### src/design/grayscale_morphology_3x3_defines.svh
// grayscale_morphology_3x3_defines.svh: assertion macros shared by the gm3 top level and gm3_ctrl
// depends on nothing; expects clk and rst in the scope where a macro is used
`ifndef GRAYSCALE_MORPHOLOGY_3X3_DEFINES_SVH
`define GRAYSCALE_MORPHOLOGY_3X3_DEFINES_SVH

// same-cycle implication, checked outside reset
`define GM3_ASSERT_IMPL(lbl, pre, post) \
  lbl: assert property (@(posedge clk) disable iff (rst) (pre) |-> (post)) \
    else $error("gm3 same-cycle check failed");

// next-cycle implication, checked outside reset
`define GM3_ASSERT_NEXT(lbl, pre, post) \
  lbl: assert property (@(posedge clk) disable iff (rst) (pre) |=> (post)) \
    else $error("gm3 next-cycle check failed");

`endif

### src/design/gm3_pkg.sv
// gm3_pkg: types, constants and helper functions for the 3x3 grayscale morphology block
// depends on nothing; used by the top level and every gm3 module but gm3_line_ram
package gm3_pkg;

  localparam int MAX_WIDTH  = 1024;
  localparam int MAX_HEIGHT = 4096;

  localparam int PIX_W      = 8;
  localparam int WIDTH_W    = 11;
  localparam int HEIGHT_W   = 13;
  localparam int COL_W      = $clog2(MAX_WIDTH);
  localparam int OROW_W     = $clog2(MAX_HEIGHT);
  localparam int CMP_W      = ((COL_W > WIDTH_W) ? COL_W : WIDTH_W) + 1;
  localparam int CFG_IDX_W  = 2;
  localparam int CFG_DATA_W = 13;

  localparam int FIFO_DEPTH = 4;
  localparam int FIFO_AW    = $clog2(FIFO_DEPTH);
  localparam int OCC_W      = FIFO_AW + 2;

  localparam logic [WIDTH_W-1:0]  RST_WIDTH  = WIDTH_W'(640);
  localparam logic [HEIGHT_W-1:0] RST_HEIGHT = HEIGHT_W'(480);

  localparam logic [PIX_W-1:0] PAD_ERODE  = '1;
  localparam logic [PIX_W-1:0] PAD_DILATE = '0;

  localparam logic CMD_PIXEL = 1'b0;
  localparam logic CMD_DRAIN = 1'b1;

  localparam logic MODE_ERODE  = 1'b0;
  localparam logic MODE_DILATE = 1'b1;

  typedef enum logic [CFG_IDX_W-1:0] {
    REG_MODE   = 2'd0,
    REG_WIDTH  = 2'd1,
    REG_HEIGHT = 2'd2
  } cfg_reg_t;

  // result bookkeeping that travels with a tick
  typedef struct packed {
    logic res;
    logic top;
    logic bot;
    logic left;
    logic right;
    logic last;
  } flags_t;

  typedef struct packed {
    logic             valid;
    logic [COL_W-1:0] addr;
    logic [PIX_W-1:0] px;
    flags_t           flags;
  } tick_t;

  // one window column, top is two rows up
  typedef struct packed {
    logic [PIX_W-1:0] top;
    logic [PIX_W-1:0] mid;
    logic [PIX_W-1:0] bot;
  } col_t;

  typedef struct packed {
    logic             last;
    logic [PIX_W-1:0] pix;
  } result_t;

  function automatic logic [WIDTH_W-1:0] eff_width(input logic [WIDTH_W-1:0] v);
    logic [WIDTH_W-1:0] r;
    r = v;
    if (v == '0) begin
      r = WIDTH_W'(1);
    end else if (CMP_W'(v) > CMP_W'(MAX_WIDTH)) begin
      r = WIDTH_W'(MAX_WIDTH);
    end
    return r;
  endfunction

  function automatic logic [HEIGHT_W-1:0] eff_height(input logic [HEIGHT_W-1:0] v);
    logic [HEIGHT_W-1:0] r;
    r = v;
    if (v == '0) begin
      r = HEIGHT_W'(1);
    end else if ((HEIGHT_W + 1)'(v) > (HEIGHT_W + 1)'(MAX_HEIGHT)) begin
      r = HEIGHT_W'(MAX_HEIGHT);
    end
    return r;
  endfunction

  // min for erosion, max for dilation
  function automatic logic [PIX_W-1:0] pick_px(input logic [PIX_W-1:0] a,
                                               input logic [PIX_W-1:0] b,
                                               input logic dil);
    logic [PIX_W-1:0] r;
    if (dil) begin
      r = (a > b) ? a : b;
    end else begin
      r = (a < b) ? a : b;
    end
    return r;
  endfunction

endpackage

### src/design/gm3_out_fifo.sv
// gm3_out_fifo: small result queue between the window and the output channel
// depends on gm3_pkg
module gm3_out_fifo (
  input  logic                       clk,
  input  logic                       rst,
  input  logic                       push,
  input  gm3_pkg::result_t           push_data,
  input  logic                       pop,
  output logic                       out_valid,
  output gm3_pkg::result_t           out_data,
  output logic [gm3_pkg::FIFO_AW:0]  count
);
  import gm3_pkg::*;

  result_t            slots [FIFO_DEPTH];
  logic [FIFO_AW-1:0] wptr;
  logic [FIFO_AW-1:0] rptr;

  always_ff @(posedge clk) begin
    if (push) begin
      slots[wptr] <= push_data;
    end
  end

  always_ff @(posedge clk) begin
    if (rst) begin
      wptr  <= '0;
      rptr  <= '0;
      count <= '0;
    end else begin
      if (push) begin
        wptr <= wptr + FIFO_AW'(1);
      end
      if (pop) begin
        rptr <= rptr + FIFO_AW'(1);
      end
      unique case ({push, pop})
        2'b10:   count <= count + (FIFO_AW + 1)'(1);
        2'b01:   count <= count - (FIFO_AW + 1)'(1);
        default: count <= count;
      endcase
    end
  end

  assign out_valid = count != '0;
  assign out_data  = slots[rptr];

endmodule

### config.mk
export PLATFORM = sky130hd
export DESIGN_NAME = gm3_out_fifo
export DESIGN_NICKNAME = d
export VERILOG_FILES = /design/src/design/grayscale_morphology_3x3_defines.svh /design/src/design/gm3_pkg.sv /design/src/design/gm3_out_fifo.sv
export SDC_FILE = /design/constraint.sdc
export NUM_CORES = 1
export LEC_CHECK = 0
export BUFFER_PORTS_ARGS = -buffer_cell sky130_fd_sc_hd__buf_2
export CORE_MARGIN = 4
export CORE_UTILIZATION = 55
export DETAILED_ROUTE_END_ITERATION = 12
export MAX_ROUTING_LAYER = met4
export PLACE_DENSITY = 0.78
export SETUP_SLACK_MARGIN = 0.02
export SLEW_MARGIN = 20
export SYNTH_ARGS = -nofsm -noshare
export SYNTH_HDL_FRONTEND = slang
export SYNTH_SLANG_ARGS = --single-unit
### constraint.sdc
create_clock -name clk -period 2.9 [get_ports clk]
set_input_delay 0.145 -clock clk [delete_from_list [all_inputs] [get_ports clk]]
set_output_delay 0.145 -clock clk [all_outputs]
set_load 0.01 [all_outputs]
==> metrics.md <==
| Metric | Value |
|---|---|
| Status | `finished, final reports clean` |
| Synthesized cell area | `1730 um^2` |
| Unrepaired setup endpoints after global routing | `false` |
| # DRC | `0` |
| First-pass GRT wire length | `4.45 mm` |
| Worst Path Arrival | `1800 ps` |
| TritonRoute pass-1 iters | `4` |
| Unique cell type count in the Yosys netlist | `18` |
| Peak Freq | `0.513 GHz` |
| Root Driver | `clkbuf_4` |
| CP required | `approximately 2800 ps` |
| Yosys warns | `0` |
| # IOs | `26` |
| WS Path Type | `flip-flop to output port` |
| Setup TNS | `0 ps` |
| Vias in the first global route | `around 940` |
| Largest stage delay, worst path | `about 720 ps` |
| CTS tree | `built` |
| Pint | `approximately 930 uW` |
| Worst setup margin | `between 900 and 1000 ps` |
| Crit-path cells | `mux4_2, buf_2` |
| Multi-input gate area | `~430 um^2` |
| Worst VDD drop | `about 0.00037 V` |
| Starting density of the core | `approximately 57%` |
| GRT Overall Usage | `15.5%` |
| Leak Pwr | `roughly 0.74 nW` |
| # port buffers | `25` |
| CTS max path bufs | `2` |
| Dpl hpwl | `between 1.5 and 2 mm` |
| Startpoint types | `flip-flop` |
| Critical Path End Type | `output port` |
| Slew margin rel. | `around three fifths` |
| Gr ovfl total | `0` |
| Pin count of the biggest net entering global routing | `15` |
| Share of post-route cells with drive strength above 1 | `approximately a third` |
| Syn nets | `around 110` |
| Async set-reset flop share out of synthesis | `0%` |
| Crit Reg-Reg Startpoint | `count[1]$_SDFFE_PP0P_` |
| DIE WIDTH | `roughly 64 um` |
| Seq pwr share | `62.3%` |
| Antenna viol nets, final | `0` |
| Worst skew pair latency | `~340 ps` |
| Power per Cell Area | `~600 nW/um^2` |
| DIE AREA | `4100 um^2` |
| CTS resizes | `0` |
| Number of synthesized flops with an enable pin | `36` |
| Clock group share of total power | `24.9%` |
| Postcts setup bufs | `0` |
| Period utilization | `between 60 and 70%` |
| P_sw | `about 290 uW` |
| Pre-CTS setup slack | `1250 ps` |
| Synth area leader | `edfxtp_1` |
| Layout area overhead | `17.1%` |
| Combinational power share | `~13%` |
| Die H | `between 60 and 70 um` |
| Highest-delay cell along the critical path | `dfxtp_1` |
| CTS H-tree depth | `2` |
| Area of the core | `approximately 3000 um^2` |
| Number of CTS-inserted buffers | `5` |
| Area fraction of the dominant cell type after synthesis | `roughly 63%` |
| Post-Syn Instances | `93` |
| Post-DR wirelength/cell | `15.1 um` |
| Fill count | `229` |
| Max cap viols | `0` |
| Worst slew pin tran | `591 ps` |
| HP Start | `push_data[6]` |
| Fin. Hold Viols | `0` |
| Overall routed net length | `about 2.6 mm` |
| Final Setup Violations | `0` |
| Max Fanout on Critical Path | `9` |
| Clock slew at reported path FFs | `120 ps` |
| Seq/Total Area, Yosys | `72.9%` |
| Max Slew Vio Count | `0` |
| Iter 0 DRT Violations | `26` |
| Clock skew | `around 8.5 ps` |
| Clock sink count | `45` |
| Largest cells by area after synthesis | `edfxtp_1 63%, mux4_2 12%, dfxtp_1 10%, ha_1 3.6%, nor2_1 1.7%` |
| Num rows | `20` |
| Number of diodes | `0` |
| Synth Flop Type | `edfxtp_1` |
| Hold Buf Count CTS | `7` |
| Sequential cell area | `roughly 1300 um^2` |
| FF+latch count, synth | `45` |
| Post-route minimum period | `1950 ps` |
| NumNets Final | `148` |
| Post-DR vias/cell | `between 5 and 6` |
| Sw Ratio | `a little under a quarter` |
| Hold WC Path Type | `primary input to flip-flop` |
| Syn avg cell area | `18.6 um^2` |
| Initial antenna violation count | `0` |
| GP Congestion | `between 0.8 and 0.9` |
| Post-Route Utilization | `66.9%` |
| Vias | `~900` |
[routing by layer]
layer	GRT usage [%]	vias to the layer above	share of wire, %
met5	-	-	0
met4	5.66	0	1.8
met3	6.15	5	5.0
met2	25.7	19	54
met1	16.7	434	39
li1	-	416	-
[flip-flops by register name (all words and copies together) (netlist names), named ones only]
name,cells
count,3
rptr,2
slots,36
wptr,2
[cell usage after synthesis, drive strengths merged, types with 2 or more instances]
library cell	count
edfxtp	36
dfxtp	9
mux4	9
nor2	8
inv	6
ha	5
and2	4
xor2	3
a21oi	2
clkbuf	2
or3	2
xnor2	2
[worst max-delay path: cells and delay by family (launching register included)]
family / cells / cell delay (ps)
mux: 1 / 580
buf+inv: 1 / 160
flops: 1 / 720
[kinds of logic after synthesis]
logic type | after synthesis | share of synthesized area [%]
adders and majority gates | 6 | 4.78
buffers and inverters | 9 | 2.46
AOI/OAI and AO/OA | 3 | 0.868
muxes | 10 | 12.3
and+or+nand+nor | 15 | 4.12
DFF | 45 | 72.9
xor gates and xnor gates | 5 | 2.53
[cell usage in the layout (no fill, tap or decap), types with 2 or more instances in the layout]
cell	count
buf_2	25
ha_1	5
xnor2_1	2
clkbuf_4	5
inv_1	6
or3_1	2
dfxtp_1	9
and2_1	4
dlygate4sd3_1	7
edfxtp_1	36
a21oi_1	2
nor2_1	8
xor2_1	3
mux4_2	9
[power by group through the flow]
stage / Clock, mW / Sequential, mW / Combinational (mW)
3_3_place_gp: 0 / 0.775 / 0.146
6_report: 0.304 / 0.761 / 0.156
3_5_place_dp: 0 / 0.777 / 0.150
5_1_grt: 0.344 / 0.768 / 0.175
2_1_floorplan: 0 / 0.765 / 0.105
4_1_cts: 0.315 / 0.762 / 0.159
[stage by stage]
| step | hold WS (ps) | cell area (um^2) | total power, mW | instances |
|---|---|---|---|---|
| finish | 15.4 | 2020 | 1.22 | 174 |
| global route | 2.30 | 2020 | 1.29 | 174 |
| CTS | 7.12 | 2020 | 1.24 | 174 |
| detailed placement | 367 | 1890 | 0.928 | 159 |
| global placement | 357 | 1890 | 0.920 | 159 |
| floorplan | 244 | 1730 | 0.869 | 93 |
[path summary, 6_finish.rpt]
| kind | to | slack (ps) | cells past startpoint |
|---|---|---|---|
| hold reg to reg | count[2]$_SDFFE_PP0P_ | 510 | 2 |
| hold / removal | slots[0][6]$_DFFE_PP_ | 20 | 1 |
| setup / recovery | out_data[7] | 950 | 2 |
| setup reg to reg | count[2]$_SDFFE_PP0P_ | 1350 | 5 |
[layout make-up]
cell class | instances | share of cell area, %
clock buffers | 6 | 2.53
clock inverters | 2 | 0.680
inverters | 6 | 1.11
multi-input cells | 39 | 21.0
flip-flops and latches | 45 | 62.3
well taps | 44 | 2.72
repair buffers | 32 | 9.64
Note: power is estimated with default switching activity, not from simulation.
