==> config.mk <==
export PLATFORM = sky130hd
export DESIGN_NAME = gm3_ctrl
export DESIGN_NICKNAME = d
export VERILOG_FILES = /design/src/design/gm3_pkg.sv /design/src/design/gm3_ctrl.sv
export VERILOG_INCLUDE_DIRS = /design/src /design/src/design
export SDC_FILE = /design/constraint.sdc
export NUM_CORES = 1
export LEC_CHECK = 0
export ABC_AREA = 1
export BUFFER_PORTS_ARGS = -buffer_cell sky130_fd_sc_hd__buf_2
export CAP_MARGIN = 10
export CORE_UTILIZATION = 45
export DETAILED_ROUTE_END_ITERATION = 8
export RECOVER_POWER = 50
export SETUP_SLACK_MARGIN = 0.05
export SYNTH_ARGS = -nofsm -noshare
export SYNTH_HDL_FRONTEND = slang
export SYNTH_SLANG_ARGS = --single-unit
==> constraint.sdc <==
create_clock -name clk -period 3.4 [get_ports clk]
set_input_delay 0.17 -clock clk [delete_from_list [all_inputs] [get_ports clk]]
set_output_delay 0.17 -clock clk [all_outputs]
set_load 0.01 [all_outputs]
==> src/design/grayscale_morphology_3x3_defines.svh <==
// grayscale_morphology_3x3_defines.svh: assertion macros shared by the gm3 top level and gm3_ctrl
// depends on nothing; expects clk and rst in the scope where a macro is used
`ifndef GRAYSCALE_MORPHOLOGY_3X3_DEFINES_SVH
`define GRAYSCALE_MORPHOLOGY_3X3_DEFINES_SVH

// same-cycle implication, checked outside reset
`define GM3_ASSERT_IMPL(lbl, pre, post) \
  lbl: assert property (@(posedge clk) disable iff (rst) (pre) |-> (post)) \
    else $error("gm3 same-cycle check failed");

// next-cycle implication, checked outside reset
`define GM3_ASSERT_NEXT(lbl, pre, post) \
  lbl: assert property (@(posedge clk) disable iff (rst) (pre) |=> (post)) \
    else $error("gm3 next-cycle check failed");

`endif

==> src/design/gm3_pkg.sv <==
// gm3_pkg: types, constants and helper functions for the 3x3 grayscale morphology block
// depends on nothing; used by the top level and every gm3 module but gm3_line_ram
package gm3_pkg;

  localparam int MAX_WIDTH  = 1024;
  localparam int MAX_HEIGHT = 4096;

  localparam int PIX_W      = 8;
  localparam int WIDTH_W    = 11;
  localparam int HEIGHT_W   = 13;
  localparam int COL_W      = $clog2(MAX_WIDTH);
  localparam int OROW_W     = $clog2(MAX_HEIGHT);
  localparam int CMP_W      = ((COL_W > WIDTH_W) ? COL_W : WIDTH_W) + 1;
  localparam int CFG_IDX_W  = 2;
  localparam int CFG_DATA_W = 13;

  localparam int FIFO_DEPTH = 4;
  localparam int FIFO_AW    = $clog2(FIFO_DEPTH);
  localparam int OCC_W      = FIFO_AW + 2;

  localparam logic [WIDTH_W-1:0]  RST_WIDTH  = WIDTH_W'(640);
  localparam logic [HEIGHT_W-1:0] RST_HEIGHT = HEIGHT_W'(480);

  localparam logic [PIX_W-1:0] PAD_ERODE  = '1;
  localparam logic [PIX_W-1:0] PAD_DILATE = '0;

  localparam logic CMD_PIXEL = 1'b0;
  localparam logic CMD_DRAIN = 1'b1;

  localparam logic MODE_ERODE  = 1'b0;
  localparam logic MODE_DILATE = 1'b1;

  typedef enum logic [CFG_IDX_W-1:0] {
    REG_MODE   = 2'd0,
    REG_WIDTH  = 2'd1,
    REG_HEIGHT = 2'd2
  } cfg_reg_t;

  // result bookkeeping that travels with a tick
  typedef struct packed {
    logic res;
    logic top;
    logic bot;
    logic left;
    logic right;
    logic last;
  } flags_t;

  typedef struct packed {
    logic             valid;
    logic [COL_W-1:0] addr;
    logic [PIX_W-1:0] px;
    flags_t           flags;
  } tick_t;

  // one window column, top is two rows up
  typedef struct packed {
    logic [PIX_W-1:0] top;
    logic [PIX_W-1:0] mid;
    logic [PIX_W-1:0] bot;
  } col_t;

  typedef struct packed {
    logic             last;
    logic [PIX_W-1:0] pix;
  } result_t;

  function automatic logic [WIDTH_W-1:0] eff_width(input logic [WIDTH_W-1:0] v);
    logic [WIDTH_W-1:0] r;
    r = v;
    if (v == '0) begin
      r = WIDTH_W'(1);
    end else if (CMP_W'(v) > CMP_W'(MAX_WIDTH)) begin
      r = WIDTH_W'(MAX_WIDTH);
    end
    return r;
  endfunction

  function automatic logic [HEIGHT_W-1:0] eff_height(input logic [HEIGHT_W-1:0] v);
    logic [HEIGHT_W-1:0] r;
    r = v;
    if (v == '0) begin
      r = HEIGHT_W'(1);
    end else if ((HEIGHT_W + 1)'(v) > (HEIGHT_W + 1)'(MAX_HEIGHT)) begin
      r = HEIGHT_W'(MAX_HEIGHT);
    end
    return r;
  endfunction

  // min for erosion, max for dilation
  function automatic logic [PIX_W-1:0] pick_px(input logic [PIX_W-1:0] a,
                                               input logic [PIX_W-1:0] b,
                                               input logic dil);
    logic [PIX_W-1:0] r;
    if (dil) begin
      r = (a > b) ? a : b;
    end else begin
      r = (a < b) ? a : b;
    end
    return r;
  endfunction

endpackage

==> src/design/gm3_ctrl.sv <==
// gm3_ctrl: configuration registers and raster position counters of the gm3 block
// depends on gm3_pkg and grayscale_morphology_3x3_defines.svh
`include "grayscale_morphology_3x3_defines.svh"

module gm3_ctrl (
  input  logic                             clk,
  input  logic                             rst,
  input  logic                             cfg_we,
  input  logic [gm3_pkg::CFG_IDX_W-1:0]    cfg_index,
  input  logic [gm3_pkg::CFG_DATA_W-1:0]   cfg_data,
  input  logic                             accept,
  input  logic                             command,
  input  logic [gm3_pkg::PIX_W-1:0]        pixel_in,
  output gm3_pkg::tick_t                   tick,
  output logic                             mode
);
  import gm3_pkg::*;

  logic [WIDTH_W-1:0]  width_eff;
  logic [HEIGHT_W-1:0] height_eff;
  logic [COL_W-1:0]    col;
  logic [HEIGHT_W-1:0] row;
  logic [COL_W-1:0]    ocol;
  logic [OROW_W-1:0]   orow;

  logic             receiving;
  logic             cfg_hit;
  logic             col_wrap;
  logic             ocol_wrap;
  logic             orow_last;
  logic             res_ok;
  logic [PIX_W-1:0] pad;

  always_comb begin
    receiving = row < height_eff;
    pad       = (mode == MODE_DILATE) ? PAD_DILATE : PAD_ERODE;
    cfg_hit   = cfg_we && ((cfg_index == REG_MODE) || (cfg_index == REG_WIDTH) ||
                           (cfg_index == REG_HEIGHT));
    col_wrap  = (CMP_W'(col) + CMP_W'(1)) == CMP_W'(width_eff);
    ocol_wrap = (CMP_W'(ocol) + CMP_W'(1)) == CMP_W'(width_eff);
    orow_last = (HEIGHT_W'(orow) + HEIGHT_W'(1)) == height_eff;
    // first result once a row and one pixel have gone by
    res_ok    = (row >= HEIGHT_W'(2)) || ((row == HEIGHT_W'(1)) && (col != '0));

    tick.valid       = accept && !((command == CMD_DRAIN) && receiving);
    tick.addr        = col;
    tick.px          = ((command == CMD_PIXEL) && receiving) ? pixel_in : pad;
    tick.flags.res   = tick.valid && res_ok;
    tick.flags.top   = orow == '0;
    tick.flags.bot   = orow_last;
    tick.flags.left  = ocol == '0;
    tick.flags.right = ocol_wrap;
    tick.flags.last  = tick.flags.res && ocol_wrap && orow_last;
  end

  always_ff @(posedge clk) begin
    if (rst) begin
      mode       <= MODE_ERODE;
      width_eff  <= RST_WIDTH;
      height_eff <= RST_HEIGHT;
      col        <= '0;
      row        <= '0;
      ocol       <= '0;
      orow       <= '0;
    end else if (cfg_hit) begin
      unique case (cfg_index)
        REG_MODE:   mode <= cfg_data[0];
        REG_WIDTH:  width_eff <= eff_width(cfg_data[WIDTH_W-1:0]);
        REG_HEIGHT: height_eff <= eff_height(cfg_data[HEIGHT_W-1:0]);
        default:    mode <= mode;
      endcase
      col  <= '0;
      row  <= '0;
      ocol <= '0;
      orow <= '0;
    end else if (tick.valid) begin
      if (tick.flags.last) begin
        col  <= '0;
        row  <= '0;
        ocol <= '0;
        orow <= '0;
      end else begin
        if (col_wrap) begin
          col <= '0;
          row <= row + HEIGHT_W'(1);
        end else begin
          col <= col + COL_W'(1);
        end
        if (tick.flags.res) begin
          if (ocol_wrap) begin
            ocol <= '0;
            orow <= orow + OROW_W'(1);
          end else begin
            ocol <= ocol + COL_W'(1);
          end
        end
      end
    end
  end

  `GM3_ASSERT_IMPL(a_col_in_row, 1'b1, CMP_W'(col) < CMP_W'(width_eff))
  `GM3_ASSERT_IMPL(a_row_bound, 1'b1, (HEIGHT_W + 1)'(row) <= ((HEIGHT_W + 1)'(height_eff) + (HEIGHT_W + 1)'(1)))
  `GM3_ASSERT_IMPL(a_orow_in_frame, 1'b1, HEIGHT_W'(orow) < height_eff)

endmodule

==> out/qor.yml <==
route:
  wirelength_mm: 15.2
  ant_nets: 0
  vias: 5561
  viasPerCell: 5.21
  wl_per_cell_um: 14.2
  dr.first_iter.drc_count: 487
  firstDrtPassIters: 5
  drc: 0
timing:
  worst_pin_slew_ns: 0.633
  drv_slew: 0
  skew_ns: 0.00724
  setup_viol: 0
  setup_tns_ns: 0
  max_slew_margin_pct: 57.5
  period_needed_ns: 2.98
  fmax_mhz: 336
  fin_crit_sh_pct: 87.7
  grt_setup_unrepaired: "false"
  hold_viol: 0
power_and_ir_drop:
  p_total_mw: 1.92
  power.leakage_nw: 2.60
  p_per_area_nw_per_um2: 332
  ir_drop_mv: 0.214
global_route:
  grt_pass1_vias: 4852
  antenna_found_initial: 0
  overflow: 0
  grt_max_degree: 29
  grt_usage_pct: 26.5
  grt_pass1_wl_mm: 24.3
critical_path:
  crit_family: "buffers and inverters"
  start_kind: "flip-flop"
  ff2ff_setup_slack_ns: 0.45
  cpPeakStageDelay_ns: 0.45
  worstReg2RegStart: "height_eff[10]"
  path_class: "flip-flop to output pin"
  arrival_ns: 2.81
  worst_path_max_delay_cell: "clkbuf_1"
  worstSetupEndpointType: "output pin"
  crit_path_cell_trace: "inv_1, ha_1, nand2_1, nand2_1, nand2_1, nand2_1, a21oi_1, nand3_1, nand3_1, clkbuf_1, inv_1, nand2_1, nor2_1, buf_2"
  startpoint: "height_eff[10]"
  cp_common_cell: "nand2_1"
  cp_max_fo: 12
  cp.required_ns: 3.23
  worst-path-buf-inv: 4
cts:
  numCtsBuffers: 9
  clk_pin_slew_ns: 0.05
  postCtsHoldBufs: 0
  clock_path_buffers: 2
  h-tree-depth: 3
  cts_resized: 0
  cts_setup_buffers: 0
  cts_sinks: 70
  clk_latency_ns: 0.34
  tritoncts: "done"
  clockRootBuffer: "clkbuf_16"
floorplan:
  initial_utilization_pct: 47.0
  die_w_um: 109
  dieHeight_um: 109
  row_count: 38
  ios: 54
  core_region_area_um2: 11000
  die_area_um2: 12000
placement:
  gp_congestion: 0.914
  dp_hpwl_mm: 11.9
  port_buffers: 53
  dpl-instance-area_um2: 5560
logic_synthesis:
  synth_area_um2: 5180
  postSynthAreaPerCell_um2: 5.93
  yosys-top-cells-area: "dfxtp_1 (27%), nand2_1 (20%), nand3_1 (8.8%), inv_1 (8.6%), nor2_1 (6.9%)"
  syn_inst: 875
  synthFlopType: "dfxtp_1"
  synth_edf_count: 0
  synth_warnings: 0
  synth_most_common_cell: "nand2_1"
  synth_cell_types: 34
  async_flop_share_pct: 0
  seq_area_frac_synth_pct: 27.0
  synthDominantCellAreaShare_pct: 27.0
  synth_area_leader_cell: "dfxtp_1"
  ys_seq_elements: 70
  synthesis.nets: 924
  netlist_top_cells_count: "nand2_1 (276), inv_1 (119), nor2_1 (95)"
layout:
  final_nets: 973
  design_area_um2: 5790
  area_growth_pct: 11.7
  insertedDiodeCount: 0
  drive_above_1_share_pct: 7.11
min_path:
  hold_path.class: "input port to flip-flop"
  min_from: "cfg_data[9]"
run:
  maxCapViolCount: 0
status:
  outcome: "finished, final reports clean"
[worst paths after layout]
path                  end  depth (start not counted)
max               tick[0]                         14
max reg2reg        col[2]                         16
min reg2reg  width_eff[5]                          2
min          width_eff[9]                          3
[layout by cell type (no fill, tap or decap), drive strengths merged, types with 21 or more instances in the layout]
cell    synthesis  routed
dfxtp          70      70
nor2          103     103
clkbuf         13      38
nand3          93      93
buf             7      34
o21ai          34      34
nand2         280     280
nand4          21      21
ha             21      21
a21oi          56      56
inv           124     124
[sequential cells by signal, summed over array words and instances, names as in the netlist]
| name | count |
|---|---|
| col | 10 |
| height_eff | 13 |
| orow | 12 |
| ocol | 10 |
| mode | 1 |
| row | 13 |
| width_eff | 11 |
[layout make-up]
type | instances | area (um^2)
flip-flops and latches | 70 | 1400
clock buffers | 14 | 264
well taps | 140 | 175
fillers | 1161 | 5240
inverters | 127 | 477
repair buffers | 58 | 270
multi-input cells | 658 | 3200
clock inverters | 1 | 5.00
[cell families (layout without fill, tap and decap cells)]
family | count (synthesis) | count (layout) | synth area share [%]
compound gates | 102 | 102 | 10.5
xor+xnor | 20 | 20 | 3.64
fa+ha+maj | 21 | 21 | 5.07
buf+inv | 147 | 200 | 11.3
flops | 70 | 70 | 27.0
simple gates | 515 | 515 | 42.5
[tightest hold or removal path, stage by stage]
cell     delay [ns]
buf_2          0.12
a22oi_1        0.07
nand2_1        0.05
[layer usage]
| layer | wire, um | track usage (%) | up-vias |
|---|---|---|---|
| li1 | - | - | 2896 |
| met1 | 7500 | 38.0 | 2502 |
| met2 | 6700 | 40.3 | 144 |
| met3 | 697 | 3.97 | 19 |
| met4 | 256 | 9.24 | 0 |
| met5 | 0 | 0 | - |
[through the flow]
| step | hold WS [ns] | instances | worst slack [ns] | util (%) |
|---|---|---|---|---|
| global route | 0.119 | 1068 | 0.110 | 52.5 |
| global placement | 0.445 | 1053 | 0.600 | 50.4 |
| finish | 0.109 | 1068 | 0.420 | 52.5 |
| floorplan | 0.292 | 875 | 1.24 | - |
| CTS | 0.102 | 1068 | 0.417 | 52.8 |
| detailed placement | 0.456 | 1053 | 0.486 | 50.4 |
[power by group]
group | switching [mW] | total (mW) | leakage, nW | internal, mW
clock network | 0.362 | 0.891 | 0.133 | 0.530
logic | 0.121 | 0.182 | 1.90 | 0.0609
registers | 0.0171 | 0.852 | 0.567 | 0.835
total | 0.499 | 1.92 | 2.60 | 1.43
Power figures use the tool's default switching activity.
