File: config.mk
export PLATFORM = sky130hd
export DESIGN_NAME = gm3_window
export DESIGN_NICKNAME = d
export VERILOG_FILES = /design/src/design/grayscale_morphology_3x3_defines.svh /design/src/design/gm3_pkg.sv /design/src/design/gm3_window.sv
export SDC_FILE = /design/constraint.sdc
export NUM_CORES = 1
export LEC_CHECK = 0
export BUFFER_PORTS_ARGS = -buffer_cell sky130_fd_sc_hd__buf_2
export CELL_PAD_IN_SITES_DETAIL_PLACEMENT = 0
export CELL_PAD_IN_SITES_GLOBAL_PLACEMENT = 1
export CORE_ASPECT_RATIO = 1.2
export CORE_UTILIZATION = 43
export DETAILED_ROUTE_END_ITERATION = 12
export PLACE_DENSITY_LB_ADDON = 0.05
export SYNTH_ARGS = -nofsm -noshare
export SYNTH_HDL_FRONTEND = slang
export SYNTH_SLANG_ARGS = --single-unit
File: constraint.sdc
create_clock -name clk -period 8.4 [get_ports clk]
set_clock_uncertainty 0.2 [all_clocks]
set_input_delay 0 -clock clk [delete_from_list [all_inputs] [get_ports clk]]
set_output_delay 0 -clock clk [all_outputs]
set_load 0.02 [all_outputs]
File: src/design/grayscale_morphology_3x3_defines.svh
// grayscale_morphology_3x3_defines.svh: assertion macros shared by the gm3 top level and gm3_ctrl
// depends on nothing; expects clk and rst in the scope where a macro is used
`ifndef GRAYSCALE_MORPHOLOGY_3X3_DEFINES_SVH
`define GRAYSCALE_MORPHOLOGY_3X3_DEFINES_SVH

// same-cycle implication, checked outside reset
`define GM3_ASSERT_IMPL(lbl, pre, post) \
  lbl: assert property (@(posedge clk) disable iff (rst) (pre) |-> (post)) \
    else $error("gm3 same-cycle check failed");

// next-cycle implication, checked outside reset
`define GM3_ASSERT_NEXT(lbl, pre, post) \
  lbl: assert property (@(posedge clk) disable iff (rst) (pre) |=> (post)) \
    else $error("gm3 next-cycle check failed");

`endif

File: src/design/gm3_pkg.sv
// gm3_pkg: types, constants and helper functions for the 3x3 grayscale morphology block
// depends on nothing; used by the top level and every gm3 module but gm3_line_ram
package gm3_pkg;

  localparam int MAX_WIDTH  = 1024;
  localparam int MAX_HEIGHT = 4096;

  localparam int PIX_W      = 8;
  localparam int WIDTH_W    = 11;
  localparam int HEIGHT_W   = 13;
  localparam int COL_W      = $clog2(MAX_WIDTH);
  localparam int OROW_W     = $clog2(MAX_HEIGHT);
  localparam int CMP_W      = ((COL_W > WIDTH_W) ? COL_W : WIDTH_W) + 1;
  localparam int CFG_IDX_W  = 2;
  localparam int CFG_DATA_W = 13;

  localparam int FIFO_DEPTH = 4;
  localparam int FIFO_AW    = $clog2(FIFO_DEPTH);
  localparam int OCC_W      = FIFO_AW + 2;

  localparam logic [WIDTH_W-1:0]  RST_WIDTH  = WIDTH_W'(640);
  localparam logic [HEIGHT_W-1:0] RST_HEIGHT = HEIGHT_W'(480);

  localparam logic [PIX_W-1:0] PAD_ERODE  = '1;
  localparam logic [PIX_W-1:0] PAD_DILATE = '0;

  localparam logic CMD_PIXEL = 1'b0;
  localparam logic CMD_DRAIN = 1'b1;

  localparam logic MODE_ERODE  = 1'b0;
  localparam logic MODE_DILATE = 1'b1;

  typedef enum logic [CFG_IDX_W-1:0] {
    REG_MODE   = 2'd0,
    REG_WIDTH  = 2'd1,
    REG_HEIGHT = 2'd2
  } cfg_reg_t;

  // result bookkeeping that travels with a tick
  typedef struct packed {
    logic res;
    logic top;
    logic bot;
    logic left;
    logic right;
    logic last;
  } flags_t;

  typedef struct packed {
    logic             valid;
    logic [COL_W-1:0] addr;
    logic [PIX_W-1:0] px;
    flags_t           flags;
  } tick_t;

  // one window column, top is two rows up
  typedef struct packed {
    logic [PIX_W-1:0] top;
    logic [PIX_W-1:0] mid;
    logic [PIX_W-1:0] bot;
  } col_t;

  typedef struct packed {
    logic             last;
    logic [PIX_W-1:0] pix;
  } result_t;

  function automatic logic [WIDTH_W-1:0] eff_width(input logic [WIDTH_W-1:0] v);
    logic [WIDTH_W-1:0] r;
    r = v;
    if (v == '0) begin
      r = WIDTH_W'(1);
    end else if (CMP_W'(v) > CMP_W'(MAX_WIDTH)) begin
      r = WIDTH_W'(MAX_WIDTH);
    end
    return r;
  endfunction

  function automatic logic [HEIGHT_W-1:0] eff_height(input logic [HEIGHT_W-1:0] v);
    logic [HEIGHT_W-1:0] r;
    r = v;
    if (v == '0) begin
      r = HEIGHT_W'(1);
    end else if ((HEIGHT_W + 1)'(v) > (HEIGHT_W + 1)'(MAX_HEIGHT)) begin
      r = HEIGHT_W'(MAX_HEIGHT);
    end
    return r;
  endfunction

  // min for erosion, max for dilation
  function automatic logic [PIX_W-1:0] pick_px(input logic [PIX_W-1:0] a,
                                               input logic [PIX_W-1:0] b,
                                               input logic dil);
    logic [PIX_W-1:0] r;
    if (dil) begin
      r = (a > b) ? a : b;
    end else begin
      r = (a < b) ? a : b;
    end
    return r;
  endfunction

endpackage

File: src/design/gm3_window.sv
// gm3_window: 3x3 pixel window, border padding and the min/max reduction
// depends on gm3_pkg
module gm3_window (
  input  logic             clk,
  input  logic             rst,
  input  logic             in_valid,
  input  gm3_pkg::col_t    in_col,
  input  gm3_pkg::flags_t  in_flags,
  input  logic             mode,
  output logic             res_valid,
  output gm3_pkg::result_t res
);
  import gm3_pkg::*;

  col_t   win [3];
  flags_t flags2;

  logic [PIX_W-1:0] pad;
  logic [PIX_W-1:0] colv [3];
  logic [PIX_W-1:0] c_left;
  logic [PIX_W-1:0] c_right;
  logic             dil;

  // only the result strobe needs a reset, the window contents are padded until valid
  always_ff @(posedge clk) begin
    if (rst) begin
      flags2.res <= 1'b0;
    end else begin
      flags2.res <= in_valid && in_flags.res;
      if (in_valid) begin
        win[0]       <= win[1];
        win[1]       <= win[2];
        win[2]       <= in_col;
        flags2.top   <= in_flags.top;
        flags2.bot   <= in_flags.bot;
        flags2.left  <= in_flags.left;
        flags2.right <= in_flags.right;
        flags2.last  <= in_flags.last;
      end
    end
  end

  always_comb begin
    dil = mode == MODE_DILATE;
    pad = dil ? PAD_DILATE : PAD_ERODE;
    for (int k = 0; k < 3; k++) begin
      colv[k] = pick_px(pick_px(flags2.top ? pad : win[k].top, win[k].mid, dil),
                        flags2.bot ? pad : win[k].bot, dil);
    end
    c_left    = flags2.left ? pad : colv[0];
    c_right   = flags2.right ? pad : colv[2];
    res.pix   = pick_px(pick_px(c_left, colv[1], dil), c_right, dil);
    res.last  = flags2.last;
    res_valid = flags2.res;
  end

endmodule

==> results by group, run 1 <==
Critical path
  – Slowest cell on crit path: or4_4
  – Setup CP Type: flop to output port
  – CP endpoint kind: output port
  – Worst path required time: 8.20 ns
  – Critical Path Start Type: flop
  – Critical Path Fanout Max: 9
  – Worst stage delay on the critical path: 0.53 ns
  – CP arrival: between 8 and 9 ns

Route
  – 1st-iter DRT viols: 377
  – Via density: 5.75
  – Final ANT Viol Nets: 0
  – Drt drc: 0
  – Routed WL: 20700 um
  – Vias: 6141
  – DR pass1 iterations: 5
  – Avg WL per Cell: 19.4 um

Final layout
  – Final Net Count: about 960
  – P&R area growth vs syn: 35.6%
  – Final Instance Area: 8860 um^2
  – Cell Count, Final, Fillers Out: 1068
  – Util after Layout: 0.595
  – Share of cells above drive strength 1: 0.316
  – ANT cells: 0

Global routing
  – GR Util met2: 0.479
  – Busiest metal layer after global routing: met2
  – Global-route wire length before repair: between 30000 and 40000 um
  – Met3 usage: 0.0266
  – Largest net degree at the start of global routing: 73
  – Global route overflow: 0
  – Initial antenna violation count: 0
  – Met1 GRT Util: 0.314
  – Total GRT Usage: 0.262
  – Vias in the first global route: between 5k and 6k

Clock tree
  – CTS Root Cell: clkbuf_16
  – Clock sinks: 78
  – CTS tree: yes
  – CTS clk-pin slew, worst paths: 0.06 ns
  – Clk_lat worst skew: between 0.3 and 0.4 ns
  – H-tree depth: 3
  – Deepest clock path buffer count: 2
  – Clock buffer count from CTS: 9

STA
  – Endpoints failing hold: 0
  – Max-slew headroom: 0.392
  – Period utilization: 1.03
  – Slew Viols, Final: 0
  – Total negative setup slack: -0.971 ns
  – RSZ-0062 raised after global routing: yes
  – Final min period: between 8 and 9 ns
  – Worst-margin pin slew: slightly above 0.9 ns
  – F_max: 116 MHz
  – Fin Hold WS: 0.162 ns
  – Setup Viol. Count Final: 8
  – Final worst slack: -0.251 ns

Synth
  – Netlist cell types: 71
  – Post-synth top flop: edfxtp_1
  – Mapped Nets: 806
  – Mapped Area: 6540 um^2
  – Flops & latches, synth: 78
  – Yosys warnings: 0
  – Top cells by area, synth: edfxtp_1 (35%), ha_1 (12%), mux2i_1 (4.9%)
  – Cell taking the most area after synthesis: edfxtp_1
  – Number of synthesized flops with an enable pin: 77
  – Top cell type's share of synthesized area: 0.354
  – Post-synth ARST share: 0
  – Post-synthesis cell count: between 700 and 800
  – Mean Syn Cell Area: about 9.2 um^2
  – Post-synthesis sequential area ratio: 0.357

Place
  – Placed cells: 978
  – Input/output buffers: 43
  – RD Place Congestion: 0.917
  – Placed Instance Area: around 7300 um^2
  – Dpl hpwl: 15400 um
  – DP Worst Slack: -0.542 ns

Hold path
  – Hold/Removal Path Class: input port to flop

Power
  – P_int: approximately 1.2 mW
  – Net load switching power: 0.732 mW
  – VDD IR-drop max: roughly 0.16 mV
  – Combinational power share: 0.556
  – Static Leak: 3.79 nW
  – Sequential cell fraction of total power: 0.242
  – Clock share of power: 0.202
  – Sw frac: 0.381
  – Pwr Density: roughly 220 nW/um^2
  – Power consumption: 1.92 mW

Floorplan
  – Initial Util: 0.439
  – Die Ht: 137 um
  – DIE WIDTH: 115 um
  – Full die area: 15700 um^2
  – # rows: 49
  – IO Count: 44
  – CORE AREA: ~15000 um^2

Outcome
  – Status: finished with violations
  – Violated checks: setup timing

Flow run
  – Maxcap violations: 0
[cells in the mapped netlist, types with 6 or more instances]
library cell  count
edfxtp_1         77
a211o_1           6
o311a_1           7
o21a_1           11
a21o_1           12
a31oi_1           8
o22ai_1           9
nand4_1          15
or2_2             7
a21oi_1          53
nor3_1           18
o21ai_0          47
nand2_1          36
or3_1             8
nor2_1           64
nand3_1           7
nor2b_1          22
inv_1            58
o211ai_1          7
clkbuf_1         26
o31ai_1           6
mux2i_1          32
ha_1             63
mux2_2           22
[logic make-up (layout without fill, tap and decap cells)]
| logic type | Yosys count | after routing | synth area share |
|---|---|---|---|
| simple gates | 205 | 205 | 0.157 |
| buf+inv | 94 | 249 | 0.0574 |
| compound gates | 214 | 214 | 0.219 |
| fa+ha+maj | 63 | 63 | 0.121 |
| mux | 55 | 55 | 0.0886 |
| flops | 78 | 78 | 0.357 |
[sequential cells by signal, summed over array words and instances (netlist names)]
name	count
win	72
res_valid	1
res	1
flags2	4
[worst paths after layout]
kind	from	end	slack (ns)	depth (start not counted)
worst max-delay path	flags2[4]	res[7]	-0.25	44
worst max register to register	win[0][53]	win[0][29]	7.40	0
worst min-delay path	in_col[16]	win[0][64]	0.16	2
worst min register to register	win[0][67]	win[0][43]	0.25	0
[critical path, delay by kind of cell, from the launching register on]
family	cells	cell delay, ns
AND/OR/NAND/NOR	18	2.88
flip-flops	1	0.44
AO/OA/AOI/OAI	12	1.96
multiplexers	3	0.68
buffers and inverters	7	0.96
adder cells (fa/ha/maj)	4	1.17
[timing repair]
action,4_1_cts,5_1_grt
pin swaps,6,42
gates resized for setup,39,101
hold buffers,32,0
hold endpoints to repair,36,0
endpoints found under the setup margin,8,8
cloned,0,2
setup buffers,14,27
[power groups by stage]
| stage | Sequential, mW | Combinational [mW] | Clock (mW) |
|---|---|---|---|
| final | 0.465 | 1.07 | 0.389 |
| after CTS | 0.464 | 0.885 | 0.397 |
| after floorplan | 0.465 | 0.567 | 0 |
| after global routing | 0.467 | 1.15 | 0.410 |
| after global placement | 0.472 | 0.827 | 0 |
| after detailed placement | 0.472 | 0.835 | 0 |
[cell usage in the layout (no fill, tap or decap), types with 9 or more instances in the layout]
cell            n
buf_4          88
edfxtp_1       77
nor2_1         59
inv_1          58
ha_1           53
a21oi_1        41
buf_2          38
dlygate4sd3_1  32
nand2_1        30
o21ai_0        30
mux2i_1        29
nor2b_1        18
nand4_1        15
nor3_1         15
mux2_2         14
a21o_1         12
a21oi_2        11
o21ai_2        11
clkbuf_16      11
buf_6          11
o21a_1          9
ha_4            9
[routing by layer]
metal / vias to the layer above / wire [um]
li1: 2977 / -
met1: 2961 / 8740
met2: 159 / 10700
met3: 44 / 664
met4: 0 / 637
met5: - / 0
[area by class of cell]
class	instances	area (um^2)
inverter	60	225
multi-input combinational	537	4360
sequential	78	2330
clock inverter	6	70.1
tap	204	255
fill	1313	6030
clock buffer	9	225
timing repair buffer	174	1400
No activity file was read; power rests on OpenSTA's default activity.
==> inputs of run 2 (changes only) <==
--- a/config.mk
+++ b/config.mk
@@ -9,7 +9,7 @@
 export CELL_PAD_IN_SITES_DETAIL_PLACEMENT = 0
 export CELL_PAD_IN_SITES_GLOBAL_PLACEMENT = 1
 export CORE_ASPECT_RATIO = 1.2
-export CORE_UTILIZATION = 43
+export CORE_UTILIZATION = 48
 export DETAILED_ROUTE_END_ITERATION = 12
 export PLACE_DENSITY_LB_ADDON = 0.05
 export SYNTH_ARGS = -nofsm -noshare
==> constraint.sdc (replaced) <==
create_clock -name clk -period 9 [get_ports clk]
set_clock_uncertainty 0.2 [all_clocks]
set_input_delay 0 -clock clk [delete_from_list [all_inputs] [get_ports clk]]
set_output_delay 0 -clock clk [all_outputs]
set_load 0.005 [all_outputs]
==> results by group, run 2 (synthesis results as in run 1) <==
Route
  – DR pass1 iterations: 7 (+2)
  – Via density: 6.13 (+6.6%)
  – DR WL met2: 10500 um (-1.5%)
  – Drt drc: 0 (unchanged)
  – M1 WL: 8570 um (-1.9%)
  – Vias: 6132 (-0.15%)
  – Final ANT Viol Nets: 0 (unchanged)
  – 1st-iter DRT viols: 452 (+20%)
  – Routed WL: 20700 um (-0.25%)
  – Avg WL per Cell: 20.7 um (+6.5%)
  – Routed wl met3: 796 um (+20%)
  – Max layer used: met4

Power
  – Clock share of power: 0.232 (+0.030)
  – Net load switching power: 0.649 mW (-11%)
  – Static Leak: 3.60 nW (-4.8%)
  – P_int: 1.07 mW (-9.7%)
  – VDD IR-drop max: 0.155 mV (-5.1%)
  – Combinational power share: 0.515 (-0.041)
  – Power consumption: 1.72 mW (-10%)
  – Sw frac: 0.377 (-0.00439)
  – Pwr Density: 202 nW/um^2 (-6.8%)
  – Sequential cell fraction of total power: 0.253 (+0.011)

STA
  – Endpoints failing hold: 0 (unchanged)
  – Period utilization: 0.975
  – Max-slew headroom: 0.356 (-0.0361)
  – Fin Hold WS: 0.161 ns (-0.000902 ns)
  – Final min period: between 8 and 9 ns
  – Worst-margin pin slew: 0.966 ns (+0.0541 ns)
  – F_max: 114 MHz
  – Setup Viol. Count Final: 0 (-8)
  – Slew Viols, Final: 0 (unchanged)

Place
  – Placed Instance Area: 7040 um^2 (-3.5%)
  – RD Place Congestion: 0.914 (-0.35%)
  – Placed cells: 915 (-6.4%)
  – Dpl hpwl: 14700 um (-4.3%)
  – Input/output buffers: 43 (unchanged)

Final layout
  – Share of cells above drive strength 1: 0.293 (-0.0227)
  – Final Net Count: 924 (-3.4%)
  – Largest reg by FF count: win
  – Sequential cell area: 2330 um^2 (unchanged)
  – P&R area growth vs syn: 30.3%
  – Commonest cells after routing, fill and taps aside: edfxtp_1 (77), inv_1 (58), ha_1 (58), buf_4 (57), nor2_1 (56)
  – Number of flip-flops under the largest register name: 72 (unchanged)
  – Cell Count, Final, Fillers Out: 1000 (-6.4%)
  – Area of the multi-input gates: 4330 um^2 (-0.57%)
  – ANT cells: 0 (unchanged)
  – Commonest non-fill, non-tap cell in the layout: edfxtp_1
  – Largest registers: win: 72 flops, flags2: 4 flops
  – Fillers: 1106 (-16%)
  – Final Instance Area: 8520 um^2 (-3.8%)

Critical path
  – Slowest cell on crit path: edfxtp_1
  – R2r worst-path depth: 0 (unchanged)
  – Worst path most repeated cell: a21o_1
  – Setup CP Type: flop to output port
  – CP endpoint kind: output port
  – Critical Path Fanout Max: 7 (-2)
  – Worst path required time: 8.80 ns (+0.60 ns)
  – Critical Path Start Type: flop
  – CP arrival: 8.58 ns (+0.13 ns)
  – Worst stage delay on the critical path: 0.53 ns (about the same)

Hold path
  – WHS Path Cells: 2 (unchanged)
  – Hold/Removal Path Class: input port to flop

Global routing
  – Total GRT Usage: 0.285 (+0.0232)
  – Global-route wire length before repair: 30200 um (-2.2%)
  – Initial antenna violation count: 0 (unchanged)
  – Global route overflow: 0 (unchanged)
  – Largest net degree at the start of global routing: 79 (+8.2%)
  – Vias in the first global route: 5845 (-0.78%)

Clock tree
  – CTS clk-pin slew, worst paths: 0.06 ns (about the same)
  – CTS tree: yes
  – Clock buffer count from CTS: 9 (unchanged)
  – CTS Root Cell: clkbuf_16
  – Clk_lat worst skew: 0.34 ns (about the same)
  – H-tree depth: 3 (unchanged)
  – Deepest clock path buffer count: 2 (unchanged)
  – Clock sinks: 78 (unchanged)

Floorplan
  – # rows: 46 (-6.1%)
  – IO Count: 44 (unchanged)
  – DIE WIDTH: 109 um (-5.3%)
  – Initial Util: 0.494 (+0.0550)
  – Full die area: 14100 um^2 (-10%)
  – CORE AREA: 13200 um^2 (-11%)
  – Die Ht: 130 um (-5.3%)

Flow run
  – Maxcap violations: 0 (unchanged)

Outcome
  – Status: completed
==> run 2: per-stage QoR <==
stage	utilization	setup WS, ns	TNS [ns]
after CTS	0.584	0.00596	0
after detailed placement	0.532	-0.00844	-0.00844
after global routing	0.644	-0.158	-0.809
after global placement	0.532	0.161	0
final	0.644	0.222	0
after floorplan	-	0.300	0
==> run 2: worst paths after layout <==
path	slack [ns]	endpoint	start
min reg2reg	0.25	win[0][22]	win[0][46]
min	0.16	win[0][61]	in_col[13]
max reg2reg	8.02	win[0][26]	win[0][50]
max	0.22	res[7]	flags2[4]
==> run 2: power by group through the flow <==
stage | registers, mW | clock network [mW] | logic (mW)
CTS | 0.434 | 0.401 | 0.734
global placement | 0.441 | 0 | 0.693
detailed placement | 0.441 | 0 | 0.703
finish | 0.435 | 0.399 | 0.887
global route | 0.437 | 0.414 | 0.955
floorplan | 0.434 | 0 | 0.495
==> run 2: cell type report <==
cell class,count,area share
flip-flops and latches,78,0.274
clock buffers,10,0.0269
inverters,60,0.0264
repair buffers,140,0.129
multi-input cells,538,0.508
well taps,168,0.0247
clock inverters,6,0.0109
==> run 2: timing repair <==
| action | in CTS | in global routing |
|---|---|---|
| endpoints found under the setup margin | 8 | 8 |
| setup buffers | 4 | 31 |
| pin swaps | 1 | 33 |
| endpoints found under the hold margin | 30 | 0 |
| hold buffers | 30 | 0 |
| gates resized for setup | 20 | 114 |
| cloned | 0 | 4 |
==> run 2: critical path, delay by kind of cell (launching register included) <==
family | cells | cell delay, ns
compound gates | 19 | 3.61
fa+ha+maj | 4 | 0.88
buf+inv | 4 | 0.68
flops | 1 | 0.53
mux | 2 | 0.39
simple gates | 12 | 2.14
==> run 2: routing by layer <==
layer | global-route usage | up-vias
met2 | 0.505 | 204
met3 | 0.0335 | 54
met5 | 0 | -
met1 | 0.345 | 2959
met4 | 0.128 | 0
li1 | - | 2915
